==> src/plp_pkg.sv <==
// Shared constants, codes and types of the positional list unit.
package plp_pkg;

    localparam int LIST_DEPTH = 16;
    localparam int IDX_W      = $clog2(LIST_DEPTH);
    localparam int OP_W       = 4;
    localparam int DATA_W     = 32;
    localparam int POS_W      = 5;
    localparam int CNT_W      = 5;
    localparam int ST_W       = 3;

    typedef enum logic [OP_W-1:0] {
        OP_INS_FRONT = 4'd0,
        OP_INS_END   = 4'd1,
        OP_INS_POS   = 4'd2,
        OP_DEL_FRONT = 4'd3,
        OP_DEL_END   = 4'd4,
        OP_DEL_POS   = 4'd5,
        OP_UNDO      = 4'd6,
        OP_REDO      = 4'd7,
        OP_READ      = 4'd8
    } t_op;

    typedef enum logic [ST_W-1:0] {
        ST_OK      = 3'd0,
        ST_EMPTY   = 3'd1,
        ST_RANGE   = 3'd2,
        ST_FULL    = 3'd3,
        ST_NO_UNDO = 3'd4,
        ST_NO_REDO = 3'd5
    } t_status;

    typedef enum logic [1:0] {
        KIND_NONE = 2'd0,
        KIND_INS  = 2'd1,
        KIND_DEL  = 2'd2
    } t_kind;

    typedef enum logic [1:0] {
        SH_HOLD = 2'd0,
        SH_INS  = 2'd1,
        SH_DEL  = 2'd2
    } t_shift;

    // Broadcast to every cell of the chain.
    typedef struct packed {
        t_shift              shift;
        logic [IDX_W-1:0]    at;
        logic [DATA_W-1:0]   value;
    } t_cell_cmd;

endpackage

==> src/plp_if.sv <==
// Request and response channel interfaces of the positional list unit.
interface plp_req_if;
    logic                                 valid;
    logic                                 ready;
    logic [plp_pkg::OP_W-1:0]             op;
    logic signed [plp_pkg::DATA_W-1:0]    value;
    logic [plp_pkg::POS_W-1:0]            position;

    modport source (output valid, op, value, position, input ready);
    modport sink (input valid, op, value, position, output ready);
endinterface

interface plp_rsp_if;
    logic                                 valid;
    logic                                 ready;
    logic [plp_pkg::ST_W-1:0]             status;
    logic signed [plp_pkg::DATA_W-1:0]    result_value;
    logic [plp_pkg::POS_W-1:0]            result_position;
    logic [plp_pkg::CNT_W-1:0]            count;

    modport source (output valid, status, result_value, result_position, count, input ready);
    modport sink (input valid, status, result_value, result_position, count, output ready);
endinterface

==> src/positional_list_with_undo_unit.sv <==
// Top level: ordered list with insert, delete, read and single-level undo/redo.
//
//  channel | dir | handshake      | payload
//  i_req   | in  | valid / ready  | op, value, position
//  o_rsp   | out | valid / ready  | status, result_value, result_position, count
//
// Each item is latched in the accept state (S_IDLE) and then decided in the execute
// state (S_EXEC), where the slots at and above the edit point shift by one in one step.
// The response sits in an output register; if it has not been taken, the
// execute cycle waits for it, and i_req.ready stays low until execution.
// Reset (synchronous, active low) clears the count and the undo record; entry
// contents are left alone, since only slots below the count are ever read.
module positional_list_with_undo_unit (
    input  logic        i_clk,
    input  logic        i_rst_n,
    plp_req_if.sink     i_req,
    plp_rsp_if.source   o_rsp
);

    typedef enum logic {
        S_IDLE,
        S_EXEC
    } t_state;

    t_state                             r_state;

    // latched request
    logic [plp_pkg::OP_W-1:0]           r_op;
    logic [plp_pkg::DATA_W-1:0]         r_value;
    logic [plp_pkg::POS_W-1:0]          r_pos;

    // list control and undo record
    logic [plp_pkg::CNT_W-1:0]          r_count;
    plp_pkg::t_kind                     r_last_kind;
    logic [plp_pkg::DATA_W-1:0]         r_last_value;
    logic [plp_pkg::CNT_W-1:0]          r_last_index;
    plp_pkg::t_kind                     r_undone_kind;

    // response register
    logic                               r_rsp_valid;
    logic [plp_pkg::ST_W-1:0]           r_status;
    logic [plp_pkg::DATA_W-1:0]         r_rvalue;
    logic [plp_pkg::POS_W-1:0]          r_rpos;
    logic [plp_pkg::CNT_W-1:0]          r_rcount;

    // decode
    plp_pkg::t_kind                     e_kind;
    logic [plp_pkg::CNT_W-1:0]          e_at;
    logic [plp_pkg::DATA_W-1:0]         e_val;
    plp_pkg::t_status                   e_pre_st;

    // decision
    plp_pkg::t_status                   st;
    logic [plp_pkg::DATA_W-1:0]         rv;
    logic [plp_pkg::POS_W-1:0]          rp;
    logic [plp_pkg::CNT_W-1:0]          new_count;
    logic                               is_ok;
    logic                               exec_fire;

    logic [plp_pkg::IDX_W-1:0]          rd_addr;
    logic [plp_pkg::DATA_W-1:0]         rd_data;
    logic [plp_pkg::DATA_W-1:0]         w_data [plp_pkg::LIST_DEPTH];
    plp_pkg::t_cell_cmd                 w_cmd;

    assign i_req.ready = (r_state == S_IDLE);
    assign exec_fire   = (r_state == S_EXEC) && (!r_rsp_valid || o_rsp.ready);

    // Translate the op into an edit on the list (kind, slot, value).
    // Undo applies the inverse of the recorded edit; redo re-applies it.
    always_comb begin
        e_kind   = plp_pkg::KIND_NONE;
        e_at     = '0;
        e_val    = r_value;
        e_pre_st = plp_pkg::ST_RANGE;
        case (r_op)
            plp_pkg::OP_INS_FRONT: begin
                e_kind = plp_pkg::KIND_INS;
            end
            plp_pkg::OP_INS_END: begin
                e_kind = plp_pkg::KIND_INS;
                e_at   = r_count;
            end
            plp_pkg::OP_INS_POS: begin
                e_kind = plp_pkg::KIND_INS;
                e_at   = r_pos;
            end
            plp_pkg::OP_DEL_FRONT: begin
                e_kind = plp_pkg::KIND_DEL;
            end
            plp_pkg::OP_DEL_END: begin
                e_kind = plp_pkg::KIND_DEL;
                e_at   = (r_count != '0) ? r_count - 1'b1 : '0;
            end
            plp_pkg::OP_DEL_POS: begin
                e_kind = plp_pkg::KIND_DEL;
                e_at   = r_pos;
            end
            plp_pkg::OP_UNDO: begin
                e_pre_st = plp_pkg::ST_NO_UNDO;
                e_at     = r_last_index;
                e_val    = r_last_value;
                if (r_last_kind == plp_pkg::KIND_INS) begin
                    e_kind = plp_pkg::KIND_DEL;
                end else if (r_last_kind == plp_pkg::KIND_DEL) begin
                    e_kind = plp_pkg::KIND_INS;
                end
            end
            plp_pkg::OP_REDO: begin
                e_pre_st = plp_pkg::ST_NO_REDO;
                e_at     = r_last_index;
                e_val    = r_last_value;
                e_kind   = r_undone_kind;
            end
            default: ;
        endcase
    end

    // Reads and deletes share one slot selector.
    assign rd_addr = (r_op == plp_pkg::OP_READ) ? r_pos[plp_pkg::IDX_W-1:0]
                                                 : e_at[plp_pkg::IDX_W-1:0];
    assign rd_data = w_data[rd_addr];

    // Check the edit against the list and form the response.
    always_comb begin
        st        = e_pre_st;
        rv        = '0;
        rp        = '0;
        new_count = r_count;
        if (e_kind == plp_pkg::KIND_INS) begin
            if (r_count >= plp_pkg::CNT_W'(plp_pkg::LIST_DEPTH)) begin
                st = plp_pkg::ST_FULL;
            end else if (e_at > r_count) begin
                st = plp_pkg::ST_RANGE;
            end else begin
                st        = plp_pkg::ST_OK;
                rv        = e_val;
                rp        = e_at;
                new_count = r_count + 1'b1;
            end
        end else if (e_kind == plp_pkg::KIND_DEL) begin
            if (r_count == '0) begin
                st = plp_pkg::ST_EMPTY;
            end else if (e_at >= r_count) begin
                st = plp_pkg::ST_RANGE;
            end else begin
                st        = plp_pkg::ST_OK;
                rv        = rd_data;
                rp        = e_at;
                new_count = r_count - 1'b1;
            end
        end else if (r_op == plp_pkg::OP_READ) begin
            if (r_count == '0) begin
                st = plp_pkg::ST_EMPTY;
            end else if (r_pos >= r_count) begin
                st = plp_pkg::ST_RANGE;
            end else begin
                st = plp_pkg::ST_OK;
                rv = rd_data;
                rp = r_pos;
            end
        end
    end

    assign is_ok = (st == plp_pkg::ST_OK);

    // Command for the chain: only a successful edit moves the slots.
    always_comb begin
        w_cmd.shift = plp_pkg::SH_HOLD;
        w_cmd.at    = e_at[plp_pkg::IDX_W-1:0];
        w_cmd.value = e_val;
        if (exec_fire && is_ok) begin
            if (e_kind == plp_pkg::KIND_INS) begin
                w_cmd.shift = plp_pkg::SH_INS;
            end else if (e_kind == plp_pkg::KIND_DEL) begin
                w_cmd.shift = plp_pkg::SH_DEL;
            end
        end
    end

    // Cell chain: slot g takes from g-1 on insert and from g+1 on delete.
    for (genvar g = 0; g < plp_pkg::LIST_DEPTH; g++) begin : g_cell
        localparam int LEFT  = (g == 0) ? 0 : g - 1;
        localparam int RIGHT = (g == plp_pkg::LIST_DEPTH - 1) ? g : g + 1;

        plp_cell u_cell (
            .i_clk   (i_clk),
            .i_cmd   (w_cmd),
            .i_index (plp_pkg::IDX_W'(g)),
            .i_left  (w_data[LEFT]),
            .i_right (w_data[RIGHT]),
            .o_data  (w_data[g])
        );
    end

    always_ff @(posedge i_clk) begin
        if (!i_rst_n) begin
            r_state       <= S_IDLE;
            r_rsp_valid   <= 1'b0;
            r_count       <= '0;
            r_last_kind   <= plp_pkg::KIND_NONE;
            r_last_value  <= '0;
            r_last_index  <= '0;
            r_undone_kind <= plp_pkg::KIND_NONE;
        end else begin
            // a new response replaces the one taken in the same cycle
            if (o_rsp.ready && !exec_fire) begin
                r_rsp_valid <= 1'b0;
            end
            case (r_state)
                S_IDLE: begin
                    if (i_req.valid) begin
                        r_op    <= i_req.op;
                        r_value <= i_req.value;
                        r_pos   <= i_req.position;
                        r_state <= S_EXEC;
                    end
                end
                S_EXEC: begin
                    if (exec_fire) begin
                        r_state     <= S_IDLE;
                        r_rsp_valid <= 1'b1;
                        r_status    <= st;
                        r_rvalue    <= rv;
                        r_rpos      <= rp;
                        r_rcount    <= new_count;
                        r_count     <= new_count;
                        if (is_ok) begin
                            if (r_op == plp_pkg::OP_UNDO) begin
                                r_undone_kind <= r_last_kind;
                                r_last_kind   <= plp_pkg::KIND_NONE;
                            end else if (r_op == plp_pkg::OP_REDO) begin
                                r_last_kind   <= r_undone_kind;
                                r_undone_kind <= plp_pkg::KIND_NONE;
                            end else if (e_kind != plp_pkg::KIND_NONE) begin
                                r_last_kind   <= e_kind;
                                r_last_value  <= rv;
                                r_last_index  <= e_at;
                                r_undone_kind <= plp_pkg::KIND_NONE;
                            end
                        end
                    end
                end
                default: r_state <= S_IDLE;
            endcase
        end
    end

    assign o_rsp.valid           = r_rsp_valid;
    assign o_rsp.status          = r_status;
    assign o_rsp.result_value    = r_rvalue;
    assign o_rsp.result_position = r_rpos;
    assign o_rsp.count           = r_rcount;

    // The list never holds more than its depth.
    a_count_bound: assert property (@(posedge i_clk) disable iff (!i_rst_n)
        r_count <= plp_pkg::CNT_W'(plp_pkg::LIST_DEPTH))
        else $error("entry count above list depth");

    // An edit is either recorded for undo or recorded for redo, never both.
    a_record_excl: assert property (@(posedge i_clk) disable iff (!i_rst_n)
        !((r_last_kind != plp_pkg::KIND_NONE) && (r_undone_kind != plp_pkg::KIND_NONE)))
        else $error("undo and redo record both set");

    // An accepted item enters the execute state in the following cycle.
    a_accept_exec: assert property (@(posedge i_clk) disable iff (!i_rst_n)
        (i_req.valid && i_req.ready) |=> (r_state == S_EXEC))
        else $error("accepted item not in execution");

    // The count moves only in an execute cycle that fires.
    a_count_move: assert property (@(posedge i_clk) disable iff (!i_rst_n)
        !exec_fire |=> $stable(r_count))
        else $error("count changed outside execution");

endmodule

==> src/plp_cell.sv <==
// One list slot: holds an entry and shifts with its neighbors on insert or delete.
module plp_cell (
    input  logic                           i_clk,
    input  plp_pkg::t_cell_cmd             i_cmd,
    input  logic [plp_pkg::IDX_W-1:0]      i_index,
    input  logic [plp_pkg::DATA_W-1:0]     i_left,
    input  logic [plp_pkg::DATA_W-1:0]     i_right,
    output logic [plp_pkg::DATA_W-1:0]     o_data
);

    logic [plp_pkg::DATA_W-1:0] r_data;
    logic [plp_pkg::DATA_W-1:0] n_data;

    always_comb begin
        n_data = r_data;
        case (i_cmd.shift)
            plp_pkg::SH_INS: begin
                if (i_index > i_cmd.at) begin
                    n_data = i_left;
                end else if (i_index == i_cmd.at) begin
                    n_data = i_cmd.value;
                end
            end
            plp_pkg::SH_DEL: begin
                if (i_index >= i_cmd.at) begin
                    n_data = i_right;
                end
            end
            default: ;
        endcase
    end

    always_ff @(posedge i_clk) begin
        r_data <= n_data;
    end

    assign o_data = r_data;

endmodule
==> src/flat_wrapper.sv <==
// flat-port wrapper written by rule: the top's interface ports become plain ports
module positional_list_with_undo_unit_flat 
  (i_clk, i_rst_n, i_req_valid, i_req_op, i_req_value, i_req_position, i_req_ready, o_rsp_valid, o_rsp_status, o_rsp_result_value, o_rsp_result_position, o_rsp_count, o_rsp_ready);
  plp_req_if i_req_i ();
  plp_rsp_if o_rsp_i ();
  input  logic i_clk;
  input  logic i_rst_n;
  input wire logic [$bits(i_req_i.valid)-1:0] i_req_valid;
  input wire logic [$bits(i_req_i.op)-1:0] i_req_op;
  input wire logic [$bits(i_req_i.value)-1:0] i_req_value;
  input wire logic [$bits(i_req_i.position)-1:0] i_req_position;
  output wire logic [$bits(i_req_i.ready)-1:0] i_req_ready;
  output wire logic [$bits(o_rsp_i.valid)-1:0] o_rsp_valid;
  output wire logic [$bits(o_rsp_i.status)-1:0] o_rsp_status;
  output wire logic [$bits(o_rsp_i.result_value)-1:0] o_rsp_result_value;
  output wire logic [$bits(o_rsp_i.result_position)-1:0] o_rsp_result_position;
  output wire logic [$bits(o_rsp_i.count)-1:0] o_rsp_count;
  input wire logic [$bits(o_rsp_i.ready)-1:0] o_rsp_ready;
  assign i_req_i.valid = i_req_valid;
  assign i_req_i.op = i_req_op;
  assign i_req_i.value = i_req_value;
  assign i_req_i.position = i_req_position;
  assign i_req_ready = i_req_i.ready;
  assign o_rsp_valid = o_rsp_i.valid;
  assign o_rsp_status = o_rsp_i.status;
  assign o_rsp_result_value = o_rsp_i.result_value;
  assign o_rsp_result_position = o_rsp_i.result_position;
  assign o_rsp_count = o_rsp_i.count;
  assign o_rsp_i.ready = o_rsp_ready;
  positional_list_with_undo_unit u_core (.i_clk(i_clk), .i_rst_n(i_rst_n), .i_req(i_req_i), .o_rsp(o_rsp_i));
endmodule
==> config.mk <==
export PLATFORM = sky130hd
export DESIGN_NAME = positional_list_with_undo_unit_flat
export DESIGN_NICKNAME = d
export VERILOG_FILES = /design/src/plp_pkg.sv /design/src/plp_if.sv /design/src/positional_list_with_undo_unit.sv /design/src/plp_cell.sv /design/src/flat_wrapper.sv
export SDC_FILE = /design/constraint.sdc
export NUM_CORES = 2
export LEC_CHECK = 0
export BUFFER_PORTS_ARGS = -buffer_cell sky130_fd_sc_hd__buf_2
export CORE_MARGIN = 3
export CORE_UTILIZATION = 50
export CTS_BUF_LIST = sky130_fd_sc_hd__clkbuf_16
export DETAILED_ROUTE_END_ITERATION = 10
export HOLD_SLACK_MARGIN = 0.06
export PLACE_DENSITY = 0.66
export SLEW_MARGIN = 20
export SYNTH_ARGS = -nofsm -noshare
export SYNTH_HDL_FRONTEND = slang
export SYNTH_HIERARCHICAL = 1
export SYNTH_SLANG_ARGS = --single-unit
==> constraint.sdc <==
create_clock -name i_clk -period 9.75 [get_ports i_clk]
set_clock_uncertainty 0.05 [all_clocks]
set_input_delay 1.4625 -clock i_clk [delete_from_list [all_inputs] [get_ports i_clk]]
set_output_delay 1.4625 -clock i_clk [all_outputs]
set_load 0.03 [all_outputs]
Yosys cells after proc, flatten, opt, wreduce, memory -nomap -nowiden
Index checks and enable logic that the tools add are counted.
- flip-flop bits (word level): 646
- output and inout port bits: 47
- input port bits: 45
- logic and storage cells: 293
- bitwise operators: 4
- reduce and logical (&&, ||, !) cells: 40
- multiplexer cells: 121
- add/sub/neg operators: 2
- $lt $le $gt $ge: 36
- equal/unequal tests: 60
- operator list (kind ; count):
    32-bit 2-to-1 mux ; 59
    32-bit case mux with 2 select lines ; 15
    32-bit binary-select mux with 4-bit select ; 1
    5-bit 2-to-1 mux ; 16
    3-bit AND reduction ; 16
    3-bit inequality test (second input constant) ; 14
    2-bit inequality test (second input constant) ; 17
    4-bit == test (first input constant) ; 8
    4-bit greater-than comparator (first input constant) ; 8
    4-bit >= comparator (first input constant) ; 7
    2-bit 2-to-1 mux ; 13
    5-bit case mux with 4 select lines ; 1
    3-bit 2-to-1 mux ; 6
    3-bit by 4-bit == test with 1-bit output (first input constant) ; 4
    4-bit by 3-bit == test with 1-bit output (second input constant) ; 4
    3-bit by 4-bit >= comparator with 1-bit output (first input constant) ; 4
    3-bit by 4-bit greater-than comparator with 1-bit output (first input constant) ; 4
    5-bit >= comparator ; 2
    5-bit >= comparator (second input constant) ; 2
    2-bit by 4-bit == test with 1-bit output (first input constant) ; 2
    4-bit by 2-bit == test with 1-bit output (second input constant) ; 2
    1-bit by 4-bit >= comparator with 1-bit output (first input constant) ; 2
    2-bit by 4-bit >= comparator with 1-bit output (first input constant) ; 2
    1-bit by 4-bit greater-than comparator with 1-bit output (first input constant) ; 2
    other kinds (30) ; 52

Depth between registers and ports, before layout
- depth in word-level cells: 14
- gate-level depth with buffers: 20
- depth with buffers taken out: 17

Cells and area by module
The synthesis kept the hierarchy.
- by module, submodules not included (module ; times used ; area an instance (sq um) ; cells an instance ; sequential area each (sq um)):
    plp_cell ; 16 ; 1811.7 ; 129 ; 960.9
    positional_list_with_undo_unit ; 1 ; 10644.0 ; 1251 ; 3543.4

Worst setup path before layout
No wires, ideal clock.
- path type: reg-to-reg
- from: register u_core/r_count[0] in the netlist's numbering
- to: register u_core.g_cell[0].u_cell.r_data (netlist bit u_core/g_cell[0].u_cell/o_data[0]) (enable)
- setup slack: 3.410 ns
- required time: 9.309 ns
- cell stages (with the launch flop): 19
- arrival time: 5.900 ns
- buffers on the path: 3
- library setup time: 0.391 ns
- period minus slack after synthesis: 6.340 ns
- cells stage by stage: dfxtp_1 clkbuf_1 inv_1 ha_1 or4b_1 clkbuf_1 o211ai_1 nand3_1 ha_1 nand2_1 o21ai_0 or2_2 o2111ai_1 a311oi_2 or3_1 nor2_1 nor2b_2 clkbuf_1 o21a_1
- RTL lines (element ; RTL line ; RTL):
    start: declaration ; positional_list_with_undo_unit.sv:33 ; logic [plp_pkg::CNT_W-1:0] r_count;
    start signal: assignment ; positional_list_with_undo_unit.sv:226 ; r_count <= new_count;
    end signal: assignment ; plp_cell.sv:34 ; r_data <= n_data;
    end: declaration ; plp_cell.sv:11 ; logic [plp_pkg::DATA_W-1:0] r_data;

==> flow_summary.yaml <==
hold_path:
  hold_depth: 1
  hp-class: "reg2reg"
  min_from: "u_core/r_last_value[22]$_SDFFE_PN0P_"
  holdPathEnd: "u_core/r_last_value[22]$_SDFFE_PN0P_"
worst_setup_path:
  cpMostUsedCell: "ha_1"
  worstSetupPathType: "reg2reg"
  critical_path_buf_inv_count: 2
  critPathArrivalTime_ns: 7.86
  r2r-start: "u_core/r_count[0]$_SDFFE_PN0P_"
  r2r-end: "u_core/g_cell[4].u_cell/o_data[14]$_DFFE_PP_"
  crit_path_top_delay_cell: "o21a_2"
  cp-start-kind: "register"
  rr_worst_depth: 16
  rrSetupSlack_ns: 2.08
  path_cells: "inv_1, ha_1, or4b_1, o211ai_1, nand3_1, ha_1, nand2_1, o21ai_0, or2_2, o2111ai_1, a311oi_2, or3_1, nor2_2, buf_4, nor2b_4, o21a_2"
  crit_path_max_fanout: 35
  endpoint_kind: "register"
  cp_top_family: "simple AND/OR/NAND/NOR gates"
  cp.required_ns: 9.94
  critPathMaxStageDelay_ns: 0.88
floorplanning:
  die_h_um: 288
  pin_count: 92
  core_um2: 78000
  die_x_um: 288
  rows: 102
  dieArea_um2: 82700
  start_util_pct: 50.8
sta:
  final-setup-viol-count: 0
  min_period_ns: 7.67
  fmax_mhz: 130
  hold_viol: 0
  slew_headroom_pct: 28.4
  max_slew.worst_pin.slew_ns: 1.07
  timing.final.crit_share_pct: 78.6
  tns_ns: 0
  rsz0062_at_grt: "false"
  slew_violations: 0
synth:
  synth_top_family_by_area: "compound AO/OA/AOI/OAI gates"
  ys_seq_area_share_pct: 47.7
  postSynth.asyncResetShare_pct: 0
  synth.avg_cell_area_um2: 12.0
  ys_types: 81
  synthXorXnorAreaFrac_pct: 0.0663
  syn_inst: 3315
  synth_seq_cells: 646
  synthMuxAreaShare_pct: 4.88
  synth_compound_area_share_pct: 21.3
  syn_area_um2: 39600
  synth_edf_count: 598
  synthSimpleGateAreaFrac_pct: 18.3
  synth_fa_ha_area_share_pct: 2.43
  synthFlopType: "edfxtp_1"
  yosysWarnings: 6
clock_tree:
  h-tree-depth: 3
  cts_sinks: 646
  clockBufferDepth: 3
  clk_latency_ns: 0.63
  clkTransAtPathRegs_ns: 0.06
  post-cts-setup-buffer-count: 0
  cts_root_buffer: "clkbuf_16"
  cts_repair_resize_count: 0
  cts_made_buffers: 76
  cts_tree: "built"
  cts_hold_buf: 0
finish:
  area_growth_pct: 8.02
  finalNetCount: 3468
  final_common_cell: "edfxtp_1"
  finalNonFillerCells: 4445
  layout_common_cells: "598 x edfxtp_1, 481 x and2_2, 480 x a221o_1"
  post-route-util_pct: 54.9
  drive_above_1_share_pct: 27.1
placement:
  dp.cells: 4304
  dp_hpwl_um: 89600
  gp_congestion: 0.912
  portBuffers: 91
pwr:
  p_leak_nw: 15.1
  peakVddDrop_mv: 0.150
  p_per_area_nw_per_um2: 163
route:
  first_pass_iters: 6
  viasPerCell: 6.73
  num_vias: 29900
  wl_um: 128000
  ant_nets: 0
  drt_iter0_drc: 3812
  wl_per_cell_um: 28.7
  drc: 0
global_routing:
  grt_pass1_wl_um: 187000
  grt_usage_pct: 30.2
  overflow: 0
  grt_max_degree: 105
  antenna_found_initial: 4
  grt_pass1_vias: 28500
run_status:
  run_status: "finished, final reports clean"
flow_run:
  cap_violations: 0
==> state kept, by name (all words and copies together) (netlist names), 3 cells and up <==
| name | cells |
|---|---|
| u_core/o_rsp.count | 5 |
| u_core/g_cell.u_cell/o_data | 512 |
| u_core/o_rsp.status | 3 |
| u_core/o_rsp.result_value | 32 |
| u_core/r_last_index | 5 |
| u_core/r_pos | 5 |
| u_core/r_op | 4 |
| u_core/o_rsp.result_position | 5 |
| u_core/r_count | 5 |
| u_core/r_value | 32 |
| u_core/r_last_value | 32 |
==> routing by layer <==
metal	wire (µm)	track usage [%]	up-vias
li1	-	-	13100
met1	55200	44.6	15000
met2	52700	42.8	1764
met3	17400	10.0	146
met4	2290	6.52	2
met5	16	0	-
==> cell usage after synthesis (4+ instances only) <==
master,number,area share (%)
edfxtp_1,598,45
a221o_1,480,12
and2_2,480,9.1
nand2_1,344,3.3
mux2i_1,191,4.8
buf_6,99,2.8
clkbuf_1,88,0.83
nand3_1,81,1.0
ha_1,77,2.4
inv_1,75,0.71
o21ai_0,62,0.78
buf_2,55,0.69
a21oi_1,53,0.67
dfxtp_1,48,2.4
and2_1,37,0.58
a22o_1,34,0.75
nor2_1,34,0.32
a221o_2,32,0.91
a211oi_1,31,0.59
o2111ai_1,31,0.69
o22ai_1,30,0.47
o2bb2ai_1,29,0.64
nor2b_1,26,0.41
o21ai_1,26,0.33
nand2b_1,22,0.35
nor3_4,18,0.74
a211oi_4,16,0.81
and4_2,16,0.40
nor2b_2,16,0.35
nor2b_4,16,0.56
o2111a_2,16,0.51
o21a_1,16,0.30
o21bai_4,16,0.76
a31oi_1,9,0.14
buf_4,9,0.17
and3_1,7,0.11
o211ai_1,7,0.13
nor3_1,5,0.063
nor3_2,5,0.13
o211a_1,5,0.13
buf_1,4,0.038
nand3b_1,4,0.076
nor4b_1,4,0.088
or3_1,4,0.063
==> final cells by class <==
cell class	instances	area, µm²
fill	6624	35200
multi-input combinational	2400	19100
sequential	646	18900
clock buffer	78	1950
tap	1040	1300
timing repair buffer	147	946
clock inverter	58	354
inverter	75	282
antenna	1	2.50
==> how the worst max path moves through the flow <==
| stage | startpoint | to | cells past startpoint |
|---|---|---|---|
| 6_report | u_core/r_count[0]$_SDFFE_PN0P_ | u_core/g_cell[4].u_cell/o_data[14]$_DFFE_PP_ | 16 |
| 5_1_grt | u_core/r_count[0]$_SDFFE_PN0P_ | u_core/g_cell[3].u_cell/o_data[8]$_DFFE_PP_ | 15 |
| 4_1_cts | u_core/r_count[0]$_SDFFE_PN0P_ | u_core/g_cell[3].u_cell/o_data[4]$_DFFE_PP_ | 15 |
| 3_5_place_dp | u_core/r_count[0]$_SDFFE_PN0P_ | u_core/g_cell[3].u_cell/o_data[10]$_DFFE_PP_ | 15 |
| 3_3_place_gp | u_core/r_count[0]$_SDFFE_PN0P_ | u_core/g_cell[3].u_cell/o_data[11]$_DFFE_PP_ | 15 |
| 2_1_floorplan | u_core/r_count[0]$_SDFFE_PN0P_ | u_core/g_cell[0].u_cell/o_data[0]$_DFFE_PP_ | 18 |
==> through the flow <==
stage | total power, mW | area (µm²) | worst slack (ns) | hold WS (ns)
after floorplan | 4.10 | 39900 | 3.41 | 0.399
after global placement | 4.26 | 40400 | 2.43 | 0.411
after detailed placement | 4.31 | 40400 | 2.26 | 0.417
after CTS | 6.99 | 42700 | 2.22 | 0.431
after global routing | 7.21 | 42800 | 1.74 | 0.440
final | 6.99 | 42800 | 2.08 | 0.429
==> where the power goes <==
part           total [mW]  internal (mW)  switching (mW)
Sequential           3.17           3.13          0.0389
Combinational        1.12          0.437           0.683
Clock                2.70           1.53            1.17
==> logic make-up (layout without fill, tap and decap cells) <==
family                     after synthesis  in the layout
and+or+nand+nor                       1144           1144
AOI/OAI and AO/OA                      919            919
DFF                                    646            646
buffers and inverters                  331            358
muxes                                  193            193
adders and majority gates               77             77
xor gates and xnor gates                 3              3
other                                    2             65
No activity file was read; power rests on OpenSTA's default activity.
